[src/rtl/core/wmct_pkg.sv]
// ----------------------------------------------------------------------------
// wmct_pkg
// shared types and constants of the 3x3 window contrast threshold block
// ----------------------------------------------------------------------------
package wmct_pkg;

    typedef struct packed {
        logic [7:0] red;
        logic [7:0] green;
        logic [7:0] blue;
    } pixel_t;

    // one line store entry: the same column of the two previous rows
    typedef struct packed {
        pixel_t upper;
        pixel_t lower;
    } line_word_t;

    localparam int CFG_INDEX_W = 2;
    localparam int CFG_DATA_W  = 12;
    localparam int DIM_W       = 12;
    localparam int OUT_COL_W   = 11;

    localparam logic [CFG_INDEX_W-1:0] CFG_THRESHOLD    = 2'd0;
    localparam logic [CFG_INDEX_W-1:0] CFG_FRAME_WIDTH  = 2'd1;
    localparam logic [CFG_INDEX_W-1:0] CFG_FRAME_HEIGHT = 2'd2;

    localparam logic [7:0]       THRESHOLD_RESET = 8'd180;
    localparam logic [DIM_W-1:0] WIDTH_RESET     = 12'd640;
    localparam logic [DIM_W-1:0] HEIGHT_RESET    = 12'd480;
    localparam logic [DIM_W-1:0] MIN_DIM         = 12'd3;

endpackage

[src/rtl/core/wmct_window.sv]
// ----------------------------------------------------------------------------
// wmct_window
// 3x3 pixel window and per-channel max neighbour difference with threshold
// ----------------------------------------------------------------------------
module wmct_window
    import wmct_pkg::*;
(
    input  logic       clk,
    input  logic       rst_n,
    input  logic       shift_en,
    input  pixel_t     col_top,
    input  pixel_t     col_mid,
    input  pixel_t     col_bot,
    input  logic [7:0] threshold,
    output pixel_t     contrast
);

    pixel_t win_reg [3][3];

    function automatic logic [7:0] abs_diff(input logic [7:0] a, input logic [7:0] b);
        return (a > b) ? (a - b) : (b - a);
    endfunction

    function automatic logic [7:0] max2(input logic [7:0] a, input logic [7:0] b);
        return (a > b) ? a : b;
    endfunction

    function automatic logic [7:0] channel_contrast(
        input logic [7:0]  ctr,
        input logic [63:0] nb,
        input logic [7:0]  thr
    );
        logic [7:0] d [8];
        logic [7:0] m0;
        logic [7:0] m1;
        logic [7:0] m2;
        logic [7:0] m3;
        logic [7:0] best;
        for (int k = 0; k < 8; k++)
        begin
            d[k] = abs_diff(ctr, nb[8*k +: 8]);
        end
        m0   = max2(d[0], d[1]);
        m1   = max2(d[2], d[3]);
        m2   = max2(d[4], d[5]);
        m3   = max2(d[6], d[7]);
        best = max2(max2(m0, m1), max2(m2, m3));
        return (best > thr) ? best : 8'd0;
    endfunction

    always_ff @(posedge clk or negedge rst_n)
    begin
        if (!rst_n)
        begin
            for (int i = 0; i < 3; i++)
            begin
                for (int j = 0; j < 3; j++)
                begin
                    win_reg[i][j] <= '0;
                end
            end
        end
        else if (shift_en)
        begin
            for (int i = 0; i < 3; i++)
            begin
                win_reg[i][0] <= win_reg[i][1];
                win_reg[i][1] <= win_reg[i][2];
            end
            win_reg[0][2] <= col_top;
            win_reg[1][2] <= col_mid;
            win_reg[2][2] <= col_bot;
        end
    end

    logic [63:0] red_nb;
    logic [63:0] green_nb;
    logic [63:0] blue_nb;

    assign red_nb   = {win_reg[0][0].red,   win_reg[0][1].red,   win_reg[0][2].red,
                       win_reg[1][0].red,   win_reg[1][2].red,
                       win_reg[2][0].red,   win_reg[2][1].red,   win_reg[2][2].red};
    assign green_nb = {win_reg[0][0].green, win_reg[0][1].green, win_reg[0][2].green,
                       win_reg[1][0].green, win_reg[1][2].green,
                       win_reg[2][0].green, win_reg[2][1].green, win_reg[2][2].green};
    assign blue_nb  = {win_reg[0][0].blue,  win_reg[0][1].blue,  win_reg[0][2].blue,
                       win_reg[1][0].blue,  win_reg[1][2].blue,
                       win_reg[2][0].blue,  win_reg[2][1].blue,  win_reg[2][2].blue};

    assign contrast.red   = channel_contrast(win_reg[1][1].red,   red_nb,   threshold);
    assign contrast.green = channel_contrast(win_reg[1][1].green, green_nb, threshold);
    assign contrast.blue  = channel_contrast(win_reg[1][1].blue,  blue_nb,  threshold);

endmodule
[config.mk]
export PLATFORM = sky130hd
export DESIGN_NAME = wmct_window
export DESIGN_NICKNAME = d
export VERILOG_FILES = /design/src/rtl/core/wmct_pkg.sv /design/src/rtl/core/wmct_window.sv
export SDC_FILE = /design/constraint.sdc
export NUM_CORES = 2
export LEC_CHECK = 0
export BUFFER_PORTS_ARGS = -buffer_cell sky130_fd_sc_hd__clkbuf_2
export CAP_MARGIN = 0
export CORE_MARGIN = 4
export CORE_UTILIZATION = 65
export DETAILED_ROUTE_END_ITERATION = 8
export GPL_ROUTABILITY_DRIVEN = 0
export PLACE_DENSITY = 0.83
export SLEW_MARGIN = 20
export SYNTH_ARGS = -nofsm -noshare
export SYNTH_HDL_FRONTEND = slang
export SYNTH_SLANG_ARGS = --single-unit
[constraint.sdc]
create_clock -name clk -period 16.6 [get_ports clk]
set_input_delay 2.49 -clock clk [delete_from_list [all_inputs] [get_ports clk]]
set_output_delay 2.49 -clock clk [all_outputs]
set_load 0.1 [all_outputs]
==> impl_metrics.yaml <==
outcome:
  status: "finished clean"
critical_path:
  rr_endpoint: "win_reg[97]"
  timing.reg2reg.setup_slack_ns: 14.42
  start_kind: "flop"
  critPathRequiredTime_ns: 14.11
  cp_common_cell: "o21ai_0"
  worstRegToRegCells: 2
  timing.critical_path.arrival_ns: 12.70
  max_stage_delay_ns: 0.72
  critical_path_depth: 50
  worst_setup_path_end_kind: "output port"
  timing.setup.critical_path_class: "flop to output port"
  worst-path-buf-inv: 6
  r2r_start: "win_reg[97]"
  critical-path-top-delay-family: "compound AO/OA/AOI/OAI gates"
  critPathSlowestCell: "o22ai_1"
  worst-path-max-fanout: 16
floorplanning:
  floorplan.initialDensity_pct: 65.8
  die_w_um: 220
  design.die.area_um2: 48300
  floorplan.core_area_um2: 44300
  num_rows: 77
  floorplan.io_pins: 107
  die_h_um: 220
timing:
  final_hold_viol_count: 0
  post-route-min-period_ns: 15.19
  period_share_pct: 91.5
  setup_viol: 0
  finClkSkew_ns: 0.0209
  rsz0062_at_grt: "no"
  fin_worst_hold_slack_ns: 0.483
  totalNegativeSetupSlack_ns: 0
  fmaxAchievable_ghz: 0.0658
  worstMarginPinSlew_ns: 1.02
  relSlewSlack_pct: 31.8
  final_max_slew_viol_count: 0
layout:
  drive_gt1_share_pct: 8.58
  most-common-layout-cells: "ha_1, inv_1, nand2_1"
  layout_commonest_cell: "ha_1"
  final_net_count: 4254
  synthToLayoutAreaGrowth_pct: 6.84
  antenna_cells_inserted: 0
routing:
  post_drt_wl_per_cell_um: 18.8
  detailedRoute.firstIterationViolations: 1994
  vias: 25715
  postRouteWirelength_um: 78800
  via_per_inst: 6.12
  remaining_antenna_violation_count_after_routing: 0
  detail_route.first_pass.iterations: 6
  drc: 0
cts:
  root_buffer: "clkbuf_16"
  path_clk_slew_ns: 0.06
  cts_inserted_buffers: 28
  post_cts.resized_instances: 0
  cts.sink_count: 216
  clock_tree.htree_level_count: 1
  clkLatencyLatePin_ns: 0.58
  cts-root-to-sink-buffers: 3
  cts_tree: "yes"
  cts_post_setup_buffers_inserted: 0
  ctsHoldBuffers: 0
global_routing:
  grt_pass1_wl_um: 128000
  vias_in_the_first_global_route: 25447
  antenna_found_initial: 2
  grt.overflow.total: 0
  grt_max_degree: 146
  grt_use_total_pct: 32.3
placement:
  dpl.hpwl_um: 61200
  place.port_buffers: 106
yosys:
  synthesis.instances: 3531
  syn-cell-area_um2: 29200
  yosysUniqueCellTypes: 96
  syn_nets: 4193
  synth.largest_area_cell: "ha_1"
  synth.avg_cell_area_um2: 8.26
  netlist_top_cells_area: "ha_1, dfrtp_1, mux2i_1, inv_1, o21ai_0"
  synth.ff_latch_count: 216
  fraction_of_registers_with_async_set_reset_pct: 100
  synth_top_flop_cell: "dfrtp_1"
  netlist.area_leader.share_pct: 22.8
  yosysWarnings: 0
  portion_of_the_post_synthesis_area_used_by_sequential_elements_pct: 18.5
  number_of_flops_mapped_to_enable_cells_by_yosys: 0
min_path:
  min-delay-path-class: "flop to flop"
  hold-path-cell-count: 2
  hold_endpoint: "green_nb[63]"
  min_from: "green_nb[55]"
flow_run:
  timing.max_cap.violations: 0
==> Yosys cell counts, types with 8 or more instances <==
cell type,instances
o21ai_0,336
xnor2_1,102
a31oi_1,20
clkbuf_1,69
o211ai_1,14
nand4_1,58
and3_1,25
a21boi_0,12
a21o_1,119
o22ai_1,17
or2_2,8
o21ai_1,8
a211o_1,11
nor2_1,122
mux2i_1,182
nand3_1,65
o221ai_1,9
and2_1,15
ha_1,531
a21oi_1,220
nor2b_1,52
inv_1,459
xor2_1,29
o21a_1,32
mux2_2,87
buf_1,10
dfrtp_1,216
fa_1,48
o21bai_1,36
nand2_1,350
o31ai_1,9
and4_1,8
nand2b_1,27
a221o_1,8
a211oi_1,41
nor3_1,24
==> per-stage QoR <==
stage / utilization (%) / instances / instance area (µm²) / setup WS (ns)
after floorplan: - / 3531 / 29200 / 2.28
after global placement: 68.2 / 4154 / 30200 / 2.58
after detailed placement: 68.2 / 4154 / 30200 / 2.27
after CTS: 70.3 / 4205 / 31200 / 1.56
after global routing: 70.3 / 4205 / 31200 / 0.413
final: 70.3 / 4205 / 31200 / 1.41
==> cell families (layout without fill, tap and decap cells) <==
| group | after synthesis | in the layout | share of synthesized area, % |
|---|---|---|---|
| AOI/OAI and AO/OA | 979 | 979 | 21.2 |
| and+or+nand+nor | 796 | 796 | 12.9 |
| adders and majority gates | 584 | 584 | 26.2 |
| buffers and inverters | 549 | 631 | 7.19 |
| muxes | 275 | 275 | 9.94 |
| DFF | 216 | 216 | 18.5 |
| xor gates and xnor gates | 132 | 132 | 3.99 |
==> area by class of cell <==
cell class / count / area [µm²]
clock buffers: 34 / 785
clock inverters: 17 / 185
fillers: 3566 / 13100
inverters: 460 / 1730
multi-input cells: 2766 / 21700
flip-flops and latches: 216 / 5410
well taps: 592 / 741
repair buffers: 120 / 656
==> metal layers <==
layer	GRT usage [%]	wire [µm]	vias to the layer above
met5	0	34	-
li1	-	-	12527
met3	4.27	4970	261
met4	15.3	4320	4
met2	53.9	36100	899
met1	41.6	33400	12024
==> worst reg2reg max path, delay by kind of cell, from the launching register on <==
| kind | cells | cell delay (ns) |
|---|---|---|
| flops | 1 | 0.98 |
| compound gates | 1 | 0.35 |
| buf+inv | 1 | 0.75 |
==> worst max path at each step <==
| stage | slack [ns] | endpoint | start |
|---|---|---|---|
| 3_5_place_dp | 2.27 | contrast[6] | win_reg[97] |
| 5_1_grt | 0.41 | contrast[11] | win_reg[104] |
| 6_report | 1.41 | contrast[11] | win_reg[104] |
| 2_1_floorplan | 2.28 | contrast[11] | win_reg[105] |
| 3_3_place_gp | 2.58 | contrast[6] | win_reg[97] |
| 4_1_cts | 1.56 | contrast[6] | win_reg[97] |
Power is not shown: default switching activity piles up to over one toggle a cycle in this logic, so the estimate is an artifact.
